==> src/design/hangul_jamo_syllable_composer_assert.svh <==
// Assertion macros used by the composer RTL.
// Depends on nothing; included by the modules that assert.
`ifndef HANGUL_JAMO_SYLLABLE_COMPOSER_ASSERT_SVH
`define HANGUL_JAMO_SYLLABLE_COMPOSER_ASSERT_SVH
// Implication checked on every clock edge outside reset.
`define HJC_ASSERT_IMP(lbl, clk, rst_n, a, c) \
	lbl: assert property (@(posedge clk) disable iff (!rst_n) (a) |-> (c)) \
		else $error("assertion failed");
// Implication whose consequent is checked in the following cycle.
`define HJC_ASSERT_NEXT(lbl, clk, rst_n, a, c) \
	lbl: assert property (@(posedge clk) disable iff (!rst_n) (a) |=> (c)) \
		else $error("assertion failed");
`endif

==> src/design/hjc_pkg.sv <==
// Package for the Hangul jamo composer: beat types, classes and tables.
// Depends on nothing.
`default_nettype none
package hjc_pkg;
	localparam logic [20:0] SYL_BASE = 21'h00AC00;
	localparam logic [20:0] JAMO_FIRST = 21'h003131;
	localparam logic [20:0] VOWEL_FIRST = 21'h00314F;
	localparam logic [20:0] VOWEL_LAST = 21'h003163;
	localparam logic [4:0] NONE5 = 5'h1F;

	typedef struct packed {
		logic        mode;
		logic [20:0] code_point;
	} in_beat_t;

	typedef struct packed {
		logic        erase_prev;
		logic [1:0]  char_count;
		logic [20:0] first_char;
		logic [20:0] second_char;
	} out_beat_t;

	typedef enum logic [1:0] {
		CLS_CLEAR, CLS_CONS, CLS_VOWEL, CLS_OTHER
	} cls_t;

	// Classified beat handed from front to back.
	typedef struct packed {
		cls_t        cls;
		logic [4:0]  cho;   // initial index of a consonant
		logic [4:0]  jong;  // final index of a consonant, 0 if none
		logic [4:0]  vi;    // vowel index
		logic [20:0] cp;
	} cmd_t;

	function automatic logic [4:0] cons_cho(input logic [4:0] o);
		case (o)
			5'd0: return 5'd0;   5'd1: return 5'd1;   5'd3: return 5'd2;
			5'd6: return 5'd3;   5'd7: return 5'd4;   5'd8: return 5'd5;
			5'd16: return 5'd6;  5'd17: return 5'd7;  5'd18: return 5'd8;
			5'd20: return 5'd9;  5'd21: return 5'd10; 5'd22: return 5'd11;
			5'd23: return 5'd12; 5'd24: return 5'd13; 5'd25: return 5'd14;
			5'd26: return 5'd15; 5'd27: return 5'd16; 5'd28: return 5'd17;
			5'd29: return 5'd18;
			default: return NONE5;
		endcase
	endfunction

	function automatic logic [4:0] cons_jong(input logic [4:0] o);
		if (o <= 5'd6) return o + 5'd1;
		else if (o == 5'd7 || o == 5'd18 || o == 5'd24) return 5'd0;
		else if (o < 5'd18) return o;
		else if (o < 5'd24) return o - 5'd1;
		else return o - 5'd2;
	endfunction

	function automatic logic [4:0] jong_to_cho(input logic [4:0] j);
		case (j)
			5'd1: return 5'd0;   5'd2: return 5'd1;   5'd4: return 5'd2;
			5'd7: return 5'd3;   5'd8: return 5'd5;   5'd16: return 5'd6;
			5'd17: return 5'd7;  5'd19: return 5'd9;  5'd20: return 5'd10;
			5'd21: return 5'd11; 5'd22: return 5'd12; 5'd23: return 5'd14;
			5'd24: return 5'd15; 5'd25: return 5'd16; 5'd26: return 5'd17;
			5'd27: return 5'd18;
			default: return NONE5;
		endcase
	endfunction

	// Compound final from first final and second initial, 0 if none.
	function automatic logic [4:0] jong_comp(input logic [4:0] f, input logic [4:0] c);
		case ({f, c})
			{5'd1, 5'd9}: return 5'd3;   {5'd4, 5'd12}: return 5'd5;
			{5'd4, 5'd18}: return 5'd6;  {5'd8, 5'd0}: return 5'd9;
			{5'd8, 5'd6}: return 5'd10;  {5'd8, 5'd7}: return 5'd11;
			{5'd8, 5'd9}: return 5'd12;  {5'd8, 5'd16}: return 5'd13;
			{5'd8, 5'd17}: return 5'd14; {5'd8, 5'd18}: return 5'd15;
			{5'd17, 5'd9}: return 5'd18;
			default: return 5'd0;
		endcase
	endfunction

	// Split of a compound final: {kept final, moved initial}, NONE5 initial if simple.
	function automatic logic [9:0] jong_split(input logic [4:0] f);
		case (f)
			5'd3: return {5'd1, 5'd9};   5'd5: return {5'd4, 5'd12};
			5'd6: return {5'd4, 5'd18};  5'd9: return {5'd8, 5'd0};
			5'd10: return {5'd8, 5'd6};  5'd11: return {5'd8, 5'd7};
			5'd12: return {5'd8, 5'd9};  5'd13: return {5'd8, 5'd16};
			5'd14: return {5'd8, 5'd17}; 5'd15: return {5'd8, 5'd18};
			5'd18: return {5'd17, 5'd9};
			default: return {5'd0, NONE5};
		endcase
	endfunction

	// Compound vowel code (index+1) from first and second index, 0 if none.
	function automatic logic [4:0] vowel_comp(input logic [4:0] a, input logic [4:0] b);
		case ({a, b})
			{5'd8, 5'd0}: return 5'd10;   {5'd8, 5'd1}: return 5'd11;
			{5'd8, 5'd20}: return 5'd12;  {5'd13, 5'd4}: return 5'd15;
			{5'd13, 5'd5}: return 5'd16;  {5'd13, 5'd20}: return 5'd17;
			{5'd18, 5'd20}: return 5'd20;
			default: return 5'd0;
		endcase
	endfunction

	// Syllable code; cho*588 + jung*28 as shifts and adds.
	function automatic logic [20:0] syllable(input logic [4:0] cho, input logic [4:0] jung,
			input logic [4:0] jong);
		logic [20:0] c, j;
		c = {16'd0, cho};
		j = {16'd0, jung};
		return SYL_BASE + (c << 9) + (c << 6) + (c << 3) + (c << 2)
			+ (j << 4) + (j << 3) + (j << 2) + {16'd0, jong};
	endfunction
endpackage
`default_nettype wire

==> src/design/hjc_front.sv <==
// Front end: accepts input beats and classifies each code point.
// Depends on hjc_pkg.
`default_nettype none
module hjc_front import hjc_pkg::*; (
	input  wire logic     clk,
	input  wire logic     arst_n,
	input  wire in_beat_t in_beat,
	input  wire logic     in_valid,
	output logic          in_ready,
	output cmd_t          cmd,
	output logic          cmd_valid,
	input  wire logic     cmd_ready
);
	logic [20:0] off;
	logic [4:0]  ch;
	cmd_t        cmd_d;

	always_comb begin
		off = in_beat.code_point - JAMO_FIRST;
		ch = cons_cho(off[4:0]);
		cmd_d.cp = in_beat.code_point;
		cmd_d.cho = ch;
		cmd_d.jong = cons_jong(off[4:0]);
		cmd_d.vi = in_beat.code_point[4:0] - VOWEL_FIRST[4:0];
		if (in_beat.mode)
			cmd_d.cls = CLS_CLEAR;
		else if (in_beat.code_point >= JAMO_FIRST && in_beat.code_point < VOWEL_FIRST
				&& ch != NONE5)
			cmd_d.cls = CLS_CONS;
		else if (in_beat.code_point >= VOWEL_FIRST && in_beat.code_point <= VOWEL_LAST)
			cmd_d.cls = CLS_VOWEL;
		else
			cmd_d.cls = CLS_OTHER;
	end

	// Two-entry queue toward the back end.
	cmd_t       q_q [2];
	logic       wp_q, rp_q;
	logic [1:0] cnt_q;
	logic       push, pop;

	assign in_ready = cnt_q != 2'd2;
	assign cmd_valid = cnt_q != 2'd0;
	assign cmd = q_q[rp_q];
	assign push = in_valid && in_ready;
	assign pop = cmd_valid && cmd_ready;

	always_ff @(posedge clk) begin
		if (push) q_q[wp_q] <= cmd_d;
	end

	always_ff @(posedge clk or negedge arst_n) begin
		if (!arst_n) begin
			wp_q <= 1'b0;
			rp_q <= 1'b0;
			cnt_q <= 2'd0;
		end else begin
			if (push) wp_q <= ~wp_q;
			if (pop) rp_q <= ~rp_q;
			cnt_q <= cnt_q + {1'b0, push} - {1'b0, pop};
		end
	end
endmodule
`default_nettype wire

==> src/design/hjc_back.sv <==
// Back end: holds the composition state and produces result beats.
// Depends on hjc_pkg and the assertion macro header.
`default_nettype none
`include "hangul_jamo_syllable_composer_assert.svh"
module hjc_back import hjc_pkg::*; (
	input  wire logic  clk,
	input  wire logic  arst_n,
	input  wire cmd_t  cmd,
	input  wire logic  cmd_valid,
	output logic       cmd_ready,
	output out_beat_t  out_beat,
	output logic       out_valid,
	input  wire logic  out_ready
);
	logic [4:0] ini_q, vow_q, fin_q;
	logic       comp_q;
	logic [4:0] ini_d, vow_d, fin_d, jc, vc, keep, nc;
	logic       comp_d;
	logic [9:0] sp;
	out_beat_t  r;
	logic       take;

	assign cmd_ready = !out_valid || out_ready;
	assign take = cmd_valid && cmd_ready;

	always_comb begin
		ini_d = ini_q; vow_d = vow_q; fin_d = fin_q; comp_d = comp_q;
		r.erase_prev = 1'b0;
		r.char_count = 2'd1;
		r.first_char = cmd.cp;
		r.second_char = 21'd0;
		jc = jong_comp(fin_q, cmd.cho);
		vc = vowel_comp(vow_q - 5'd1, cmd.vi);
		sp = jong_split(fin_q);
		keep = sp[9:5];
		nc = (sp[4:0] == NONE5) ? jong_to_cho(fin_q) : sp[4:0];
		if (nc == NONE5) nc = 5'd0;
		unique case (cmd.cls)
			CLS_CLEAR: begin
				ini_d = 5'd0; vow_d = 5'd0; fin_d = 5'd0; comp_d = 1'b0;
				r.char_count = 2'd0;
				r.first_char = 21'd0;
			end
			CLS_CONS: begin
				if (!comp_q || vow_q == 5'd0) begin
					ini_d = cmd.cho; vow_d = 5'd0; fin_d = 5'd0; comp_d = 1'b1;
				end else if (fin_q == 5'd0) begin
					if (cmd.jong != 5'd0) begin
						fin_d = cmd.jong;
						r.erase_prev = 1'b1;
						r.first_char = syllable(ini_q, vow_q - 5'd1, cmd.jong);
					end else comp_d = 1'b0;
				end else if (jc != 5'd0) begin
					fin_d = jc;
					r.erase_prev = 1'b1;
					r.first_char = syllable(ini_q, vow_q - 5'd1, jc);
				end else begin
					ini_d = cmd.cho; vow_d = 5'd0; fin_d = 5'd0;
				end
			end
			CLS_VOWEL: begin
				if (!comp_q) begin
					comp_d = 1'b0;
				end else if (vow_q == 5'd0) begin
					vow_d = cmd.vi + 5'd1;
					r.erase_prev = 1'b1;
					r.first_char = syllable(ini_q, cmd.vi, 5'd0);
				end else if (fin_q != 5'd0) begin
					r.erase_prev = 1'b1;
					r.char_count = 2'd2;
					r.first_char = syllable(ini_q, vow_q - 5'd1, keep);
					r.second_char = syllable(nc, cmd.vi, 5'd0);
					ini_d = nc; vow_d = cmd.vi + 5'd1; fin_d = 5'd0;
				end else if (vc != 5'd0) begin
					vow_d = vc;
					r.erase_prev = 1'b1;
					r.first_char = syllable(ini_q, vc - 5'd1, 5'd0);
				end else comp_d = 1'b0;
			end
			CLS_OTHER: comp_d = 1'b0;
			default: comp_d = 1'b0;
		endcase
	end

	always_ff @(posedge clk) begin
		if (take) out_beat <= r;
	end

	always_ff @(posedge clk or negedge arst_n) begin
		if (!arst_n) begin
			ini_q <= 5'd0; vow_q <= 5'd0; fin_q <= 5'd0; comp_q <= 1'b0;
			out_valid <= 1'b0;
		end else begin
			if (take) begin
				ini_q <= ini_d; vow_q <= vow_d; fin_q <= fin_d; comp_q <= comp_d;
			end
			if (take) out_valid <= 1'b1;
			else if (out_ready) out_valid <= 1'b0;
		end
	end

	`HJC_ASSERT_IMP(a_final_needs_vowel, clk, arst_n, fin_q != 5'd0, vow_q != 5'd0)
	`HJC_ASSERT_NEXT(a_clear_empties, clk, arst_n, take && cmd.cls == CLS_CLEAR,
		!comp_q && vow_q == 5'd0 && out_beat.char_count == 2'd0)
	`HJC_ASSERT_NEXT(a_hold_stalled, clk, arst_n, out_valid && !out_ready, $stable(out_beat))
endmodule
`default_nettype wire

==> src/design/hangul_jamo_syllable_composer.sv <==
// Top level of the Hangul jamo syllable composer.
// Depends on hjc_pkg, hjc_front and hjc_back.
`default_nettype none
// Each input beat carries a mode bit and one typed Unicode code point; each
// accepted beat yields exactly one result beat with a delete-previous flag, a
// count of zero to two code points and the code points themselves. The block
// sustains one beat per clock while out_ready is held high: the front end
// classifies the code point and pushes it into a two-entry queue, and the back
// end takes it from the queue, updates the composition state and computes
// syllable codes combinationally into an output register. The composition state
// loop in the back end is what bounds the rate at one beat per cycle. Mode 1
// clears the composition and returns an empty result.
module hangul_jamo_syllable_composer import hjc_pkg::*; (
	input  wire logic     clk,
	input  wire logic     arst_n,
	input  wire in_beat_t in_beat,
	input  wire logic     in_valid,
	output logic          in_ready,
	output out_beat_t     out_beat,
	output logic          out_valid,
	input  wire logic     out_ready
);
	cmd_t cmd;
	logic cmd_valid, cmd_ready;

	hjc_front u_front (
		.clk, .arst_n, .in_beat, .in_valid, .in_ready,
		.cmd, .cmd_valid, .cmd_ready
	);

	hjc_back u_back (
		.clk, .arst_n, .cmd, .cmd_valid, .cmd_ready,
		.out_beat, .out_valid, .out_ready
	);
endmodule
`default_nettype wire
==> config.mk <==
export PLATFORM = sky130hd
export DESIGN_NAME = hangul_jamo_syllable_composer
export DESIGN_NICKNAME = d
export VERILOG_FILES = /design/src/design/hjc_pkg.sv /design/src/design/hjc_front.sv /design/src/design/hjc_back.sv /design/src/design/hangul_jamo_syllable_composer.sv
export VERILOG_INCLUDE_DIRS = /design/src /design/src/design
export SDC_FILE = /design/constraint.sdc
export NUM_CORES = 1
export LEC_CHECK = 0
export BUFFER_PORTS_ARGS = -buffer_cell sky130_fd_sc_hd__buf_4
export CAP_MARGIN = 0
export CORE_AREA = 8 8 200 202
export DETAILED_ROUTE_END_ITERATION = 8
export DIE_AREA = 0 0 208 210
export GPL_TIMING_DRIVEN = 0
export MAX_ROUTING_LAYER = met4
export PLACE_DENSITY = 0.51
export SLEW_MARGIN = 20
export SYNTH_ARGS = -nofsm -noshare
export SYNTH_HDL_FRONTEND = slang
export SYNTH_SLANG_ARGS = --single-unit
==> constraint.sdc <==
create_clock -name clk -period 8.6 [get_ports clk]
set_clock_uncertainty 0.15 [all_clocks]
set_input_delay 0.43 -clock clk [delete_from_list [all_inputs] [get_ports clk]]
set_output_delay 0.43 -clock clk [all_outputs]
set_load 0.005 [all_outputs]
### After elaboration in Yosys (flattened, before gate mapping)

Memory sizes are Yosys's and may differ from the RTL's.
Index checks and enable logic that the tools add are counted.

* memory bits (writable): 76
* output and inout bits: 47
* flip-flop bits (word level): 66
* word-level logic and storage cells: 190
* bits in read-only memories: 608
* memories kept: 4
* input port bits: 26

* order comparisons: 7
* $add $sub $neg: 33
* multiplexer cells: 65
* equal/unequal tests: 37
* bitwise logic cells: 5
* reductions and logical operators: 27

Memory list
* (no name shown): words 32, bits a word 9, rd ports 1, clocked after memory_dff 0, wr ports 0, line hjc_pkg.sv:84 `case (f)`
* (no name shown): words 32, bits a word 5, rd ports 1, clocked after memory_dff 0, wr ports 0, line hjc_pkg.sv:58 `case (j)`
* (no name shown): words 32, bits a word 5, rd ports 1, clocked after memory_dff 0, wr ports 0, line hjc_pkg.sv:37 `case (o)`
* u_front.q_q: words 2, bits a word 38, rd ports 1, clocked after memory_dff 0, wr ports 1, line hjc_front.sv:37 `cmd_t q_q [2];`

Operators with widths (count)
* 2-to-1 mux 21 bit: 9
* == test 10 x 9 -> 1 bit, second input constant: 13
* 2-to-1 mux 5 bit: 26
* adder 21 x 7 -> 21 bit: 6
* adder 21 x 8 -> 21 bit: 6
* adder 21 x 9 -> 21 bit: 4
* adder 21 x 5 -> 21 bit: 3
* one-hot mux 21 bit (3 select lines): 1
* one-hot mux 5 bit (11 select lines): 1
* 2-to-1 mux 45 bit: 1
* one-hot mux 5 bit (3 select lines): 3
* adder 21 x 11 -> 21 bit: 2
* greater-or-equal comparator 21 x 14 -> 1 bit, second input constant: 2
* one-hot mux 5 bit (7 select lines): 1
* adder 16 x 14 -> 17 bit, first input constant: 2
* less-or-equal comparator 21 x 14 -> 1 bit, second input constant: 1
* < comparator 21 x 14 -> 1 bit, second input constant: 1
* == test 10 bit, second input constant: 2
* == test 10 x 8 -> 1 bit, second input constant: 2
* == test 5 bit, second input constant: 4
* nonzero test 5 bit: 4
* 2-to-1 mux 1 bit: 16
* subtractor 5 x 1 -> 5 bit, second input constant: 3
* AND reduction 6 bit: 2
* 35 further kinds: 59

### Longest topological paths before layout

An unclocked memory read counts as a cell.

* depth in word-level cells: 16
* mapped depth: 31
* depth with buffers taken out: 28

### By module

From an unflattened synthesis, not the netlist that was laid out.

* cell total of the unflattened synthesis: 1376
* area total of the unflattened synthesis: 12982.5 µm²

Modules (own cells, without submodules)
* hjc_back: sequential area each 1596.5 µm², instances 1, cells an instance 1068, area each 8858.5 µm²
* hjc_front: sequential area each 2382.3 µm², instances 1, cells an instance 308, area each 4124.0 µm²

### Worst setup path before layout

No wires, ideal clock.

* kind: reg-to-reg
* from: register u_back.vow_q[0]
* to: register, netlist name u_back.out_beat[33]
* period minus slack after synthesis: 6.689 ns
* stages on the path, launching flop included: 29
* required time: 8.190 ns
* arrival time: 6.280 ns
* path buffers: 3
* slack: 1.911 ns
* library setup time: 0.260 ns
* cell sequence: dfrtp_1 -> clkbuf_1 -> inv_1 -> ha_1 -> nand2b_1 -> or3_1 -> clkbuf_1 -> clkbuf_1 -> and2_1 -> ha_1 -> and2_1 -> and3_1 -> a31oi_1 -> ha_1 -> xor2_1 -> ha_1 -> xnor2_1 -> fa_1 -> fa_1 -> a21o_1 -> a21oi_1 -> nor2b_1 -> o41ai_1 -> nor2_1 -> xnor2_1 -> a211oi_1 -> a21oi_1 -> a31oi_1 -> nand2_1

RTL lines
* start: declaration: line hjc_back.sv:15 `logic [4:0] ini_q, vow_q, fin_q;`
* start signal: assignment: line hjc_back.sv:95 `ini_q <= ini_d; vow_q <= vow_d; fin_q <= fin_d; comp_q <= comp_d;`

==> results.sh <==
export IMPL_hold_path_class="in2reg"
export IMPL_postCtsSetupBuffers=0
export IMPL_vias=10470
export IMPL_coreArea_um2=36960
export IMPL_critical_path_max_fanout=10
export IMPL_cp_required_ns=8.62
export IMPL_initial_core_util_pct=34.31
export IMPL_worst_pin_slew_ns=0.9400
export IMPL_tns_ns=0
export IMPL_viasPerCell=5.461
export IMPL_grt_overflow=0
export IMPL_start_kind="flop"
export IMPL_clock_tree_buffer_depth=2
export IMPL_final_layout_size_suffix_gt1_share_pct=13.30
export IMPL_cts_sinks=136
export IMPL_hpwlAfterDp_um=31040
export IMPL_drt_pass1_iterations=5
export IMPL_cts_tree="done"
export IMPL_synthSimpleGateAreaFrac_pct=14.66
export IMPL_synthFlopType="edfxtp_1"
export IMPL_synthMuxAreaShare_pct=4.520
export IMPL_ctsRootBufferMaster="clkbuf_16"
export IMPL_relSlewSlack_pct=36.67
export IMPL_finalCritPeriodShare_pct=93.11
export IMPL_period_needed_ns=8.008
export IMPL_reg2regPathDepth=25
export IMPL_die_width_um=208
export IMPL_yosysSeqAreaShare_pct=31.38
export IMPL_setup_violations=0
export IMPL_syn_to_final_growth_pct=14.46
export IMPL_synth_top_family_by_area="adder cells"
export IMPL_critPathCaptureType="flop"
export IMPL_synth_seq_cells=136
export IMPL_track_usage_pct=18.26
export IMPL_clock_latency_ns=0.45
export IMPL_syn_area_um2=12680
export IMPL_final_antenna_net_count=0
export IMPL_die_area_um2=43680
export IMPL_grt_max_degree=23
export IMPL_wl_per_cell_um=20.40
export IMPL_routed_wl_um=39130
export IMPL_hold_viol=0
export IMPL_clk_pin_slew_ns=0.07
export IMPL_synth_avg_cell_area_um2=9.483
export IMPL_synth_async_sr_flop_share_pct=15.44
export IMPL_io_buffers=66
export IMPL_synth_edf_count=115
export IMPL_die_h_um=210
export IMPL_critical_path_class="reg2reg"
export IMPL_nFillCells=3702
export IMPL_final_nets=1622
export IMPL_fin_hold_ws_ns=0.02835
export IMPL_layout_commonest_cell="ha_1"
export IMPL_fin_area_um2=14510
export IMPL_insertedDiodeCount=0
export IMPL_syn_inst=1337
export IMPL_drt_iter0_drc=835
export IMPL_gp_congestion=0.9337
export IMPL_row_count=71
export IMPL_cts_buffers=17
export IMPL_htreeDepth=4
export IMPL_max_freq_ghz=0.1249
export IMPL_grt_pass1_vias=10330
export IMPL_drcViolationCount=0
export IMPL_holdPathStages=1
export IMPL_antenna_found_initial=1
export IMPL_rsz0062_at_grt="no"
export IMPL_mostFrequentLayoutCells="ha_1, edfxtp_1, nor2_1, nand2_1, inv_1"
export IMPL_synth_warnings=0
export IMPL_slew_viol_final=0
export IMPL_grt_pass1_wl_um=60910
export IMPL_synth_adder_area_share_pct=18.36
export IMPL_synth_xor_area_share_pct=8.250
export IMPL_cap_violations=0
export IMPL_io_pins=73
export IMPL_status="complete, no violations"
export IMPL_synth_cell_type_count=94
export IMPL_synth_compound_area_share_pct=17.67
export IMPL_placed_area_um2=13870
export IMPL_crit_arrival_ns=8.03
export IMPL_final_core_util_pct=39.27
==> path summary, 6_finish.rpt <==
kind                                  start             endpoint  slack, ns
setup / recovery               u_front.rp_q  u_back.out_beat[35]       0.59
max in group asynchronous            arst_n      u_back.ini_q[1]       7.78
min in group asynchronous            arst_n     u_front.cnt_q[0]       0.27
hold / removal                  in_beat[20]   u_front.q_q[1][20]       0.03
hold reg to reg            u_front.cnt_q[0]     u_back.out_valid       0.35
setup reg to reg               u_front.rp_q  u_back.out_beat[35]       0.59
==> through the flow <==
stage          setup slack [ns]  std cells
2_1_floorplan             1.911       1342
3_3_place_gp           -0.09185       1882
3_5_place_dp            0.05231       1885
4_1_cts                 0.03118       1918
5_1_grt                 0.09853       1918
6_report                 0.5924       1918
==> routing by layer <==
metal | GRT usage (%) | up-vias | part of all wire, %
met1 | 23.70 | 5071 | 47
met4 | 5.188 | 0 | 2.0
li1 | - | 5052 | -
met3 | 2.079 | 59 | 3.7
met2 | 29.99 | 292 | 48
met5 | - | - | 0
==> synthesized netlist by cell type, drive strengths merged (26+ instances only) <==
cell type	count	share of area (%)
edfxtp	115	27
xor2	40	3.1
buf	26	1.3
clkbuf	34	1.0
inv	93	2.8
nor3	37	1.5
o21ai	73	2.9
nand2	102	3.0
nand3	31	1.2
mux2i	37	3.0
a21oi	79	3.2
ha	130	13
fa	35	5.5
nor2	113	3.4
xnor2	70	5.2
==> final cells by class <==
cell class / count / area, um^2 / area share, %
multi-input combinational: 1052 / 8108 / 55.87
inverter: 94 / 352.8 / 2.431
clock buffer: 17 / 425.4 / 2.932
tap: 474 / 593.1 / 4.087
clock inverter: 15 / 175.2 / 1.207
sequential: 136 / 3979 / 27.42
buffer: 60 / 297.8 / 2.052
timing repair buffer: 70 / 580.6 / 4.001
==> flip-flops by register name (all words and copies together), names as in the netlist <==
name	flops
u_back.ini_q	5
u_front.wp_q	1
u_back.vow_q	5
u_back.out_beat	39
u_front.q_q	76
u_front.rp_q	1
u_front.cnt_q	2
u_back.comp_q	1
u_back.fin_q	5
u_back.out_valid	1
==> cells by family after synthesis <==
family                     count (synthesis)
and+or+nand+nor                          380
AOI/OAI and AO/OA                        338
adders and majority gates                165
buffers and inverters                    154
DFF                                      136
xor gates and xnor gates                 110
muxes                                     53
other                                      1
==> critical path, stage by stage, from the launching register on <==
cell       delay [ns]
dfrtp_1          0.38
buf_6            0.19
buf_6            0.18
clkbuf_1         0.54
buf_2            0.52
mux2i_4          0.55
ha_1             0.34
nand4_1          0.16
nor3_2           0.19
nand2_1          0.15
o21a_1           0.22
ha_1             0.27
xor2_1           0.42
ha_1             0.33
xnor2_1          0.22
fa_1             0.49
fa_1             0.48
a21o_1           0.17
a21oi_1          0.21
nor2b_1          0.10
o41ai_2          0.43
nor4_1           0.16
xor2_1           0.18
a31oi_1          0.28
o221ai_1         0.17
o2bb2ai_1        0.21
==> what timing repair did <==
item	in CTS	in global routing
endpoints found under the setup margin	1	3
resized for setup	1	5
endpoints found under the hold margin	21	0
hold buffers	1	0
pin swaps	0	0
Power is left out: the tool's default activity adds up to more than one toggle a clock period on the data nets, which glitch-free logic cannot reach.
